===== config.mk =====
export PLATFORM = sky130hd
export DESIGN_NAME = wss_metrics
export DESIGN_NICKNAME = d
export VERILOG_FILES = /design/src/hdl/wss_pkg.sv /design/src/hdl/wss_metrics.sv
export SDC_FILE = /design/constraint.sdc
export NUM_CORES = 1
export LEC_CHECK = 0
export BUFFER_PORTS_ARGS = -buffer_cell sky130_fd_sc_hd__buf_2
export CELL_PAD_IN_SITES_DETAIL_PLACEMENT = 1
export CELL_PAD_IN_SITES_GLOBAL_PLACEMENT = 2
export CORE_ASPECT_RATIO = 0.7
export CORE_MARGIN = 8
export CORE_UTILIZATION = 37
export DETAILED_ROUTE_END_ITERATION = 12
export GPL_TIMING_DRIVEN = 0
export PLACE_DENSITY_LB_ADDON = 0.3
export SYNTH_ARGS = -nofsm -noshare
export SYNTH_HDL_FRONTEND = slang
export SYNTH_SLANG_ARGS = --single-unit
export TNS_END_PERCENT = 50

===== constraint.sdc =====
create_clock -name clk -period 5.22 [get_ports clk]
set_input_delay 0.261 -clock clk [delete_from_list [all_inputs] [get_ports clk]]
set_output_delay 0.261 -clock clk [all_outputs]
set_load 0.02 [all_outputs]

===== src/hdl/wss_pkg.sv =====
// Shared types and constants of the work-stealing task scheduler.
package wss_pkg;

	localparam int CNT_W   = 48;
	localparam int TRIED_W = 5;
	localparam int LEN_W   = 11;
	localparam int TID_W   = 3;
	localparam int CFG_W   = 3;
	localparam int VIC_W   = 2;
	localparam int TCNT_W  = 5;
	localparam int N_CNT   = 5;

	typedef enum logic [1:0] {
		OP_SPAWN = 2'd0,
		OP_FETCH = 2'd1,
		OP_CLEAR = 2'd2,
		OP_NONE  = 2'd3
	} op_t;

	typedef enum logic [1:0] {
		SRC_NONE   = 2'd0,
		SRC_OWN    = 2'd1,
		SRC_STOLEN = 2'd2,
		SRC_GLOBAL = 2'd3
	} src_t;

	typedef enum logic [1:0] {
		PLACE_NONE   = 2'd0,
		PLACE_OWN    = 2'd1,
		PLACE_GLOBAL = 2'd2,
		PLACE_DROP   = 2'd3
	} place_t;

	typedef struct packed {
		logic               clear;
		logic               steal;
		logic [TRIED_W-1:0] tried;
		logic               global_take;
		logic               busy;
		logic               idle;
	} metric_upd_t;

endpackage


===== src/hdl/wss_metrics.sv =====
// Saturating metric counters of the scheduler.
module wss_metrics import wss_pkg::*; (
	input  logic              clk,
	input  logic              arst_n,
	input  logic              upd_en,
	input  metric_upd_t       upd,
	output logic [CNT_W-1:0]  steals_done,
	output logic [CNT_W-1:0]  steals_tried,
	output logic [CNT_W-1:0]  global_taken,
	output logic [CNT_W-1:0]  busy_count,
	output logic [CNT_W-1:0]  idle_count
);

	localparam logic [CNT_W-1:0] CNT_MAX = '1;

	logic [CNT_W-1:0] cnt_q [N_CNT];
	logic [CNT_W-1:0] cnt_d [N_CNT];
	logic [CNT_W-1:0] inc   [N_CNT];

	function automatic logic [CNT_W-1:0] sat_add(input logic [CNT_W-1:0] c,
			input logic [CNT_W-1:0] k);
		return (c > CNT_MAX - k) ? CNT_MAX : c + k;
	endfunction

	always_comb begin
		inc[0] = CNT_W'(upd.steal);
		inc[1] = CNT_W'(upd.tried);
		inc[2] = CNT_W'(upd.global_take);
		inc[3] = CNT_W'(upd.busy);
		inc[4] = CNT_W'(upd.idle);
		for (int i = 0; i < N_CNT; i++) begin
			if (!upd_en) begin
				cnt_d[i] = cnt_q[i];
			end else if (upd.clear) begin
				cnt_d[i] = '0;
			end else begin
				cnt_d[i] = sat_add(cnt_q[i], inc[i]);
			end
		end
	end

	always_ff @(posedge clk or negedge arst_n) begin
		if (!arst_n) begin
			for (int i = 0; i < N_CNT; i++) begin
				cnt_q[i] <= '0;
			end
		end else begin
			for (int i = 0; i < N_CNT; i++) begin
				cnt_q[i] <= cnt_d[i];
			end
		end
	end

	assign steals_done  = cnt_q[0];
	assign steals_tried = cnt_q[1];
	assign global_taken = cnt_q[2];
	assign busy_count   = cnt_q[3];
	assign idle_count   = cnt_q[4];

endmodule


==> flow_metrics.env, run 1 <==
export IMPL_outcome="finished, final reports clean"
export IMPL_syn_area_sq_mm=0.0146
export IMPL_routed_via_density=6.58
export IMPL_cts_tree="built"
export IMPL_dieWidth_microns=253
export IMPL_insertion_delay_ns=0.57
export IMPL_fin_hold_ws_ns=0.185
export IMPL_yosysSeqAreaShare_pct=41.2
export IMPL_htree_levels=1
export IMPL_synth_mux_area_share_pct=0.206
export IMPL_p_sw_uw=1240
export IMPL_busiest_layer="met2"
export IMPL_switching_share_pct=27.7
export IMPL_grt_pass1_vias=16800
export IMPL_synth_seq_cells=240
export IMPL_die_area_sq_mm=0.0461
export IMPL_synth_compound_area_share_pct=26.5
export IMPL_ant_nets=0
export IMPL_relSlewSlack_pct=7.35
export IMPL_met2_usage_pct=46.5
export IMPL_ios=253
export IMPL_first_pass_iters=5
export IMPL_synthSimpleGateAreaFrac_pct=25.8
export IMPL_grt_max_degree=84
export IMPL_synth_xor_area_share_pct=0.180
export IMPL_crit_path_start_kind="register"
export IMPL_final_common_cell="buf_2"
export IMPL_rsz0062_at_grt="false"
export IMPL_register_area_sq_mm=0.00601
export IMPL_antenna_found_initial=2
export IMPL_pwr_share_comb_pct=10.0
export IMPL_syn_nets=1743
export IMPL_place_congestion=0.928
export IMPL_end_kind="register"
export IMPL_syn_avg_cell_area_sq_um=8.52
export IMPL_wl_per_cell_microns=28.9
export IMPL_syn_inst=1711
export IMPL_hp_class="input pin to register"
export IMPL_grt_pass1_wl_microns=110000
export IMPL_p_leak_uw=0.00762
export IMPL_cts_buffers=28
export IMPL_use_met1_pct=43.2
export IMPL_fin_skew_ns=0.0102
export IMPL_cts_root_buf="clkbuf_16"
export IMPL_ir_drop_v=0.000233
export IMPL_min_period_over_period_pct=62.7
export IMPL_clkSlewWorstSetupHoldPaths_ns=0.06
export IMPL_met3_usage_pct=6.99
export IMPL_num_vias=16800
export IMPL_layout_common_cells="buf_2, dfrtp_1, a21oi_1, nor2_1, nor3_1"
export IMPL_seqPwrFrac_pct=42.6
export IMPL_cts_hold_buffers=1
export IMPL_cts_setup_buffers=0
export IMPL_drc=0
export IMPL_multiInputGateArea_sq_mm=0.00792
export IMPL_critPathArrivalTime_ns=3.69
export IMPL_grt_usage_pct=30.9
export IMPL_fin_setup_tns_ns=0
export IMPL_synth_edf_count=0
export IMPL_numPortBuffers=251
export IMPL_crit_required_ns=5.64
export IMPL_yosysWarnings=0
export IMPL_yosys_most_used_dff="dfrtp_1"
export IMPL_setup_viol=0
export IMPL_rows=61
export IMPL_powerDensity_mw_per_mm2=255
export IMPL_drive_gt1_share_pct=17.2
export IMPL_hold_viol=0
export IMPL_die_h_microns=182
export IMPL_area_growth_pct=20.3
export IMPL_ys_async_sr_fraction_pct=100
export IMPL_fmax_mhz=306
export IMPL_crit_type="register to register"
export IMPL_cp_max_fo=7
export IMPL_total_power_uw=4480
export IMPL_cap_violations=0
export IMPL_dp_final_hpwl_microns=52800
export IMPL_ys_types=71
export IMPL_fillers=4802
export IMPL_coreArea_sq_mm=0.0393
export IMPL_initialDrtViolationCount=1647
export IMPL_layout_nets=2027
export IMPL_finalWirelength_microns=73800
export IMPL_tightest_slew_ns=1.38
export IMPL_clkPwrFrac_pct=47.4
export IMPL_start_util_pct=37.1
export IMPL_p_int_uw=3240
export IMPL_slew_viol_final=0
export IMPL_synthAdderAreaFrac_pct=1.68
export IMPL_ctsResizeCount=0
export IMPL_cts_path_max_buffers=3
export IMPL_grt_overflow=0
export IMPL_min_period_ns=3.27
export IMPL_clock_sinks=240
export IMPL_antenna_cells=0
export IMPL_synth_top_family_by_area="compound AO/OA/AOI/OAI gates"
[stage by stage]
step	area [sq um]	worst slack, ns	std cells	utilization [%]
finish	17500	1.95	2550	44.6
global route	17500	1.73	2550	44.6
CTS	17500	2.01	2550	44.6
detailed placement	16600	1.73	2499	42.2
global placement	16500	-1.01	2497	42.0
floorplan	14600	2.51	1711	-
[routing by layer]
layer	vias to the layer above	part of all wire, %
met5	-	0
met4	0	3.7
met3	151	9.4
met2	826	43
met1	8588	43
li1	7219	-
[kinds of logic after synthesis]
family,after synthesis
buf+inv,163
compound gates,583
simple gates,700
xor+xnor,3
mux,3
flops,240
fa+ha+maj,19
[cells in the mapped netlist, types with 41 or more instances]
cell	number	area, sq um
clkbuf_1	97	364
nor2_1	141	529
and3_1	52	325
inv_1	44	165
nand3_1	94	470
nand4_1	59	369
dfrtp_1	240	6010
nor3_1	107	536
o21ai_0	91	455
a21oi_1	162	811
a31oi_1	70	438
a311oi_1	41	359
nand2_1	99	372
[cell type report]
class | count | area share (%)
buffer | 118 | 2.77
clock buffer | 43 | 5.01
clock inverter | 7 | 0.485
inverter | 45 | 0.963
multi-input combinational | 1308 | 45.1
sequential | 240 | 34.2
tap | 535 | 3.82
timing repair buffer | 254 | 7.59
[power by group through the flow]
stage / Clock [uW] / Combinational, uW / Sequential, uW
6_report: 2120 / 450 / 1910
5_1_grt: 2210 / 476 / 1910
4_1_cts: 2140 / 441 / 1910
3_5_place_dp: 0 / 438 / 1940
3_3_place_gp: 0 / 421 / 1940
2_1_floorplan: 0 / 190 / 1960
[worst paths after layout]
path	to	depth (start not counted)	startpoint	slack (ns)
max reg2reg	busy_count[36]$_DFFE_PN0P_	9	busy_count[0]$_DFFE_PN0P_	1.95
min in group asynchronous	idle_count[31]$_DFFE_PN0P_	2	arst_n	0.31
max	busy_count[36]$_DFFE_PN0P_	9	busy_count[0]$_DFFE_PN0P_	1.95
min	idle_count[0]$_DFFE_PN0P_	5	upd[0]	0.19
max in group asynchronous	steals_done[6]$_DFFE_PN0P_	4	arst_n	3.61
min reg2reg	steals_tried[27]$_DFFE_PN0P_	1	steals_tried[27]$_DFFE_PN0P_	0.51
[critical path: stages, from the launching register on]
cell      delay [ns]
dfrtp_1         0.36
ha_1            0.23
ha_1            0.21
nand3_1         0.23
or4_1           0.61
or2_2           0.31
clkbuf_1        0.21
nor4_2          0.61
and4_1          0.29
nor3_1          0.05
[registers in the layout, indices dropped and copies added, names as in the netlist]
signal        flops
busy_count       48
global_taken     48
idle_count       48
steals_done      48
steals_tried     48
No activity file was read; power rests on OpenSTA's default activity.
==> inputs of run 2 (changes only) <==
--- a/config.mk
+++ b/config.mk
@@ -10,7 +10,7 @@
 export CELL_PAD_IN_SITES_GLOBAL_PLACEMENT = 2
 export CORE_ASPECT_RATIO = 0.7
 export CORE_MARGIN = 8
-export CORE_UTILIZATION = 37
+export CORE_UTILIZATION = 31
 export DETAILED_ROUTE_END_ITERATION = 12
 export GPL_TIMING_DRIVEN = 0
 export PLACE_DENSITY_LB_ADDON = 0.3
==> constraint.sdc (replaced) <==
create_clock -name clk -period 2.85 [get_ports clk]
set_input_delay 0.1425 -clock clk [delete_from_list [all_inputs] [get_ports clk]]
set_output_delay 0.1425 -clock clk [all_outputs]
set_load 0.02 [all_outputs]
==> flow_metrics.env, run 2 (synthesis gave the netlist of run 1 again) <==
export IMPL_outcome="finished, final reports clean"
export IMPL_clock_sinks=240
export IMPL_layout_common_cells="buf_2, dfrtp_1, a21oi_1, nor2_1"
export IMPL_cpLargestDelayFamily="buffers and inverters"
export IMPL_hold_viol=0
export IMPL_cp_num_buf_inv=4
export IMPL_clkSlewWorstSetupHoldPaths_ns=0.07
export IMPL_die_area_sq_mm=0.0543
export IMPL_multiInputGateArea_sq_mm=0.00827
export IMPL_crit_type="input pin to register"
export IMPL_insertion_delay_ns=0.57
export IMPL_cap_violations=0
export IMPL_switching_share_pct=28.1
export IMPL_relSlewSlack_pct=12.8
export IMPL_min_to="steals_tried[0]$_DFFE_PN0P_"
export IMPL_routed_via_density=6.34
export IMPL_final_cells=2656
export IMPL_numPortBuffers=251
export IMPL_seqPwrFrac_pct=41.7
export IMPL_pre_cts_slack_ns=-0.633
export IMPL_hold_depth=5
export IMPL_ir_drop_v=0.000395
export IMPL_powerDensity_mw_per_mm2=457
export IMPL_htree_levels=1
export IMPL_num_vias=16800
export IMPL_coreArea_sq_mm=0.0464
export IMPL_reg2reg_to="idle_count[34]$_DFFE_PN0P_"
export IMPL_grt_overflow=0
export IMPL_fin_skew_ns=0.0114
export IMPL_p_int_uw=6030
export IMPL_pwr_share_comb_pct=10.3
export IMPL_slew_viol_final=0
export IMPL_rows=66
export IMPL_p_sw_uw=2350
export IMPL_layout_setup_ws_ns=0.00813
export IMPL_cts_path_max_buffers=3
export IMPL_crit_required_ns=3.26
export IMPL_cts_root_buf="clkbuf_16"
export IMPL_rsz0062_at_grt="true"
export IMPL_layout_nets=2055
export IMPL_drive_gt1_share_pct=22.5
export IMPL_cp_cell_sequence="clkbuf_1, clkinv_1, nor2_1, clkbuf_1, clkbuf_1, nor3_1"
export IMPL_initialDrtViolationCount=1497
export IMPL_fin_util_pct=39.5
export IMPL_min_period_ns=2.84
export IMPL_grt_pass1_wl_microns=113000
export IMPL_cpPeakStageDelay_ns=0.83
export IMPL_ios=253
export IMPL_tightest_slew_ns=1.31
export IMPL_fmax_mhz=352
export IMPL_min_period_over_period_pct=99.7
export IMPL_grt_usage_pct=27.3
export IMPL_worst_hold_startpoint="upd[3]"
export IMPL_place_congestion=0.929
export IMPL_end_kind="register"
export IMPL_p_leak_uw=0.00801
export IMPL_grt_max_degree=93
export IMPL_crit_path_start_kind="input pin"
export IMPL_antenna_found_initial=3
export IMPL_dp_cells=2576
export IMPL_cts_buffers=29
export IMPL_first_pass_iters=5
export IMPL_ant_nets=0
export IMPL_grt_pass1_vias=16400
export IMPL_antenna_cells=0
export IMPL_r2r_setup_slack_ns=0.06
export IMPL_r2r_start="idle_count[10]$_DFFE_PN0P_"
export IMPL_finalWirelength_microns=77600
export IMPL_cp_depth=6
export IMPL_wl_per_cell_microns=29.2
export IMPL_register_area_sq_mm=0.00601
export IMPL_fillers=5567
export IMPL_hp_class="input pin to register"
export IMPL_setup_viol=0
export IMPL_final_common_cell="buf_2"
export IMPL_start_util_pct=31.4
export IMPL_cts_tree="built"
export IMPL_cp_slowest_cell="clkbuf_1"
export IMPL_critPathArrivalTime_ns=3.25
export IMPL_drc=0
export IMPL_worst_path_most_repeated_cell="clkbuf_1"
export IMPL_dp_final_hpwl_microns=55600
export IMPL_cp_max_fo=10
export IMPL_fin_hold_ws_ns=0.0688
export IMPL_reg2reg_depth=8
export IMPL_dieWidth_microns=275
export IMPL_clkPwrFrac_pct=48.0
export IMPL_area_growth_pct=25.7
export IMPL_die_h_microns=197
## run 2: changes by cell type in the layout (fill, tap and decap cells not counted), moves of 8 or more
| cell | delta |
|---|---|
| clkbuf_2 | +13 |
| nor3_1 | -10 |
| buf_4 | +34 |
| nor4_1 | -8 |
| nor3_2 | +8 |
| clkbuf_1 | -27 |
## run 2: layout make-up
| class | count | share of cell area, % |
|---|---|---|
| plain buffers | 111 | 2.94 |
| clock buffers | 42 | 4.72 |
| clock inverters | 10 | 0.703 |
| inverters | 45 | 0.922 |
| multi-input cells | 1308 | 45.1 |
| flip-flops and latches | 240 | 32.8 |
| well taps | 612 | 4.18 |
| repair buffers | 288 | 8.62 |
## run 2: per-stage QoR
| step | total power [uW] | setup TNS [ns] | cell area, sq um |
|---|---|---|---|
| floorplan | 3940 | 0 | 14600 |
| global placement | 4350 | -836.99 | 16600 |
| finish | 8380 | 0 | 18300 |
| CTS | 8400 | -0.843 | 17900 |
| global route | 8590 | -0.381 | 18300 |
| detailed placement | 4370 | -41.29 | 16700 |
## run 2: how the worst max path moves through the flow
stage | end | from
after floorplan | busy_count[34]$_DFFE_PN0P_ | busy_count[0]$_DFFE_PN0P_
after global placement | steals_done[13]$_DFFE_PN0P_ | arst_n
after detailed placement | steals_done[1]$_DFFE_PN0P_ | upd_en
after CTS | idle_count[45]$_DFFE_PN0P_ | idle_count[10]$_DFFE_PN0P_
after global routing | steals_tried[22]$_DFFE_PN0P_ | steals_tried[0]$_DFFE_PN0P_
final | busy_count[43]$_DFFE_PN0P_ | upd[9]
## run 2: power groups by stage
stage,registers (uW),logic (uW),clock network [uW]
floorplan,3590,349,0
global placement,3560,789,0
detailed placement,3560,815,0
CTS,3500,832,4070
global route,3500,911,4180
finish,3500,859,4020
## run 2: repair_timing
action / 4_1_cts / 5_1_grt
endpoints found under the hold margin: 61 / 0
setup endpoints to repair: 191 / 176
hold buffers: 1 / 0
gates resized for setup: 47 / 82
cloned: 0 / 2
pin swaps: 7 / 17
buffers inserted: 10 / 21
## run 2: worst reg2reg max path: stages, from the launching register on
cell	delay (ns)
dfrtp_1	0.37
buf_2	0.23
nand4_4	0.19
or3_1	0.48
or3_4	0.45
or3_4	0.42
buf_6	0.16
a31oi_1	0.23
o22a_1	0.19
## run 2: per-layer routing
layer	wire length (microns)	track usage, %	up-vias
met2	33800	41.0	745
met5	13	0	-
met4	1890	6.99	2
li1	-	-	7281
met1	35000	39.8	8712
met3	6800	5.49	108
==> inputs of run 3 (changes only) <==
--- a/config.mk
+++ b/config.mk
@@ -13,6 +13,7 @@
 export CORE_UTILIZATION = 31
 export DETAILED_ROUTE_END_ITERATION = 12
 export GPL_TIMING_DRIVEN = 0
+export MAX_ROUTING_LAYER = met4
 export PLACE_DENSITY_LB_ADDON = 0.3
 export SYNTH_ARGS = -nofsm -noshare
 export SYNTH_HDL_FRONTEND = slang
==> flow_metrics.env, run 3 (synthesis gave the netlist of run 1 again) <==
export IMPL_outcome="finished, final reports clean"
export IMPL_htree_levels=1
export IMPL_pwr_share_comb_pct=10.2
export IMPL_place_congestion=0.933
export IMPL_powerDensity_mw_per_mm2=457
export IMPL_p_int_uw=6020
export IMPL_cap_violations=0
export IMPL_ant_nets=0
export IMPL_min_period_over_period_pct=99.2
export IMPL_cts_tree="built"
export IMPL_critPathArrivalTime_ns=3.30
export IMPL_min_period_ns=2.83
export IMPL_cts_path_max_buffers=3
export IMPL_rsz0062_at_grt="true"
export IMPL_switching_share_pct=28.3
export IMPL_final_cells=2659
export IMPL_initialDrtViolationCount=1565
export IMPL_end_kind="register"
export IMPL_final_common_cell="buf_2"
export IMPL_drive_gt1_share_pct=22.4
export IMPL_rows=66
export IMPL_crit_required_ns=3.32
export IMPL_cts_buffers=29
export IMPL_fin_skew_ns=0.0205
export IMPL_insertion_delay_ns=0.59
export IMPL_dp_final_hpwl_microns=55400
export IMPL_p_leak_uw=0.00801
export IMPL_tightest_slew_ns=1.44
export IMPL_grt_max_degree=112
export IMPL_setup_viol=0
export IMPL_layout_nets=2055
export IMPL_start_util_pct=31.4
export IMPL_clock_sinks=240
export IMPL_drc=0
export IMPL_finalWirelength_microns=77400
export IMPL_total_power_uw=8390
export IMPL_ir_drop_v=0.000440
export IMPL_cts_root_buf="clkbuf_16"
export IMPL_die_area_sq_mm=0.0543
export IMPL_reg2reg_depth=8
export IMPL_grt_usage_pct=28.4
export IMPL_fmax_mhz=354
export IMPL_dieWidth_microns=275
export IMPL_hold_viol=0
export IMPL_reg2reg_to="steals_tried[5]$_DFFE_PN0P_"
export IMPL_routed_via_density=6.30
export IMPL_antenna_found_initial=1
export IMPL_fin_util_pct=39.5
export IMPL_area_growth_pct=25.8
export IMPL_grt_overflow=0
export IMPL_seqPwrFrac_pct=41.7
export IMPL_r2r_setup_slack_ns=0.02
export IMPL_r2r_start="steals_tried[3]$_DFFE_PN0P_"
export IMPL_relSlewSlack_pct=4.23
export IMPL_fin_hold_ws_ns=0.0119
export IMPL_cp_max_fo=10
export IMPL_layout_common_cells="buf_2, dfrtp_1, a21oi_1, nor2_1"
export IMPL_ios=253
export IMPL_clkPwrFrac_pct=48.1
export IMPL_grt_pass1_wl_microns=115000
export IMPL_coreArea_sq_mm=0.0464
export IMPL_clkSlewWorstSetupHoldPaths_ns=0.07
export IMPL_hp_class="input pin to async pin"
export IMPL_dp_cells=2576
export IMPL_crit_path_start_kind="register"
export IMPL_die_h_microns=197
export IMPL_first_pass_iters=5
export IMPL_crit_type="register to register"
export IMPL_p_sw_uw=2370
export IMPL_fillers=5515
export IMPL_wl_per_cell_microns=29.1
export IMPL_numPortBuffers=251
export IMPL_slew_viol_final=0
export IMPL_grt_pass1_vias=16800
export IMPL_num_vias=16800
## run 3: changes by cell type in the layout (fill, tap and decap cells not counted), moves of 3 or more
cell | before | now
a31oi_1 | 70 | 66
clkbuf_8 | 10 | 13
o21ai_1 | 3 | 6
clkbuf_1 | 74 | 77
o21ai_0 | 89 | 86
clkbuf_2 | 14 | 9
## run 3: what timing repair did
action / in CTS / in global routing
gates cloned: 0 / 0
hold endpoints to repair: 129 / 0
hold buffers: 1 / 0
setup endpoints to repair: 183 / 171
resized for setup: 43 / 85
buffers inserted: 10 / 22
pin swaps: 8 / 19
## run 3: how the worst max path moves through the flow
stage | endpoint | start | cells past startpoint
4_1_cts | idle_count[7]$_DFFE_PN0P_ | idle_count[10]$_DFFE_PN0P_ | 8
3_5_place_dp | steals_tried[3]$_DFFE_PN0P_ | upd_en | 6
3_3_place_gp | steals_done[22]$_DFFE_PN0P_ | arst_n | 1
2_1_floorplan | busy_count[34]$_DFFE_PN0P_ | busy_count[0]$_DFFE_PN0P_ | 9
5_1_grt | steals_tried[22]$_DFFE_PN0P_ | steals_tried[0]$_DFFE_PN0P_ | 9
6_report | steals_tried[5]$_DFFE_PN0P_ | steals_tried[3]$_DFFE_PN0P_ | 8
## run 3: critical path, stage by stage (launching register included)
cell and delay [ns]:
dfrtp_1 0.40, ha_1 0.41, nand3_1 0.18, a21oi_1 0.19, o221ai_2 0.20, nor4_4 0.51, buf_2 0.36, o21ai_0 0.16
a221oi_1 0.30
## run 3: per-stage QoR
stage	instance area [sq um]	setup TNS, ns	worst slack (ns)
after floorplan	14600	0	0.144
after global placement	16600	-839.89	-3.38
after detailed placement	16700	-44.20	-0.600
after CTS	17900	-2.07	-0.166
after global routing	18300	-0.239	-0.0864
final	18300	0	0.0223
## run 3: final cells by class
type | instances | area, sq um | share of cell area [%]
clock inverters | 10 | 106 | 0.580
plain buffers | 113 | 536 | 2.92
inverters | 45 | 169 | 0.921
well taps | 612 | 766 | 4.17
repair buffers | 286 | 1580 | 8.63
flip-flops and latches | 240 | 6010 | 32.8
diodes | 1 | 2.50 | 0.0136
multi-input cells | 1308 | 8270 | 45.1
clock buffers | 44 | 902 | 4.92
## run 3: power groups by stage
stage / logic [uW] / registers, uW / clock network, uW
4_1_cts: 829 / 3500 / 4080
6_report: 856 / 3500 / 4040
3_3_place_gp: 788 / 3560 / 0
2_1_floorplan: 349 / 3590 / 0
3_5_place_dp: 812 / 3560 / 0
5_1_grt: 908 / 3500 / 4190
## run 3: layer usage
layer / GRT usage [%] / part of all wire [%] / vias up
met2: 41.1 / 43 / 710
met4: 7.52 / 3.0 / 0
met5: - / 0 / -
met3: 5.81 / 8.6 / 134
li1: - / - / 7282
met1: 40.1 / 45 / 8636
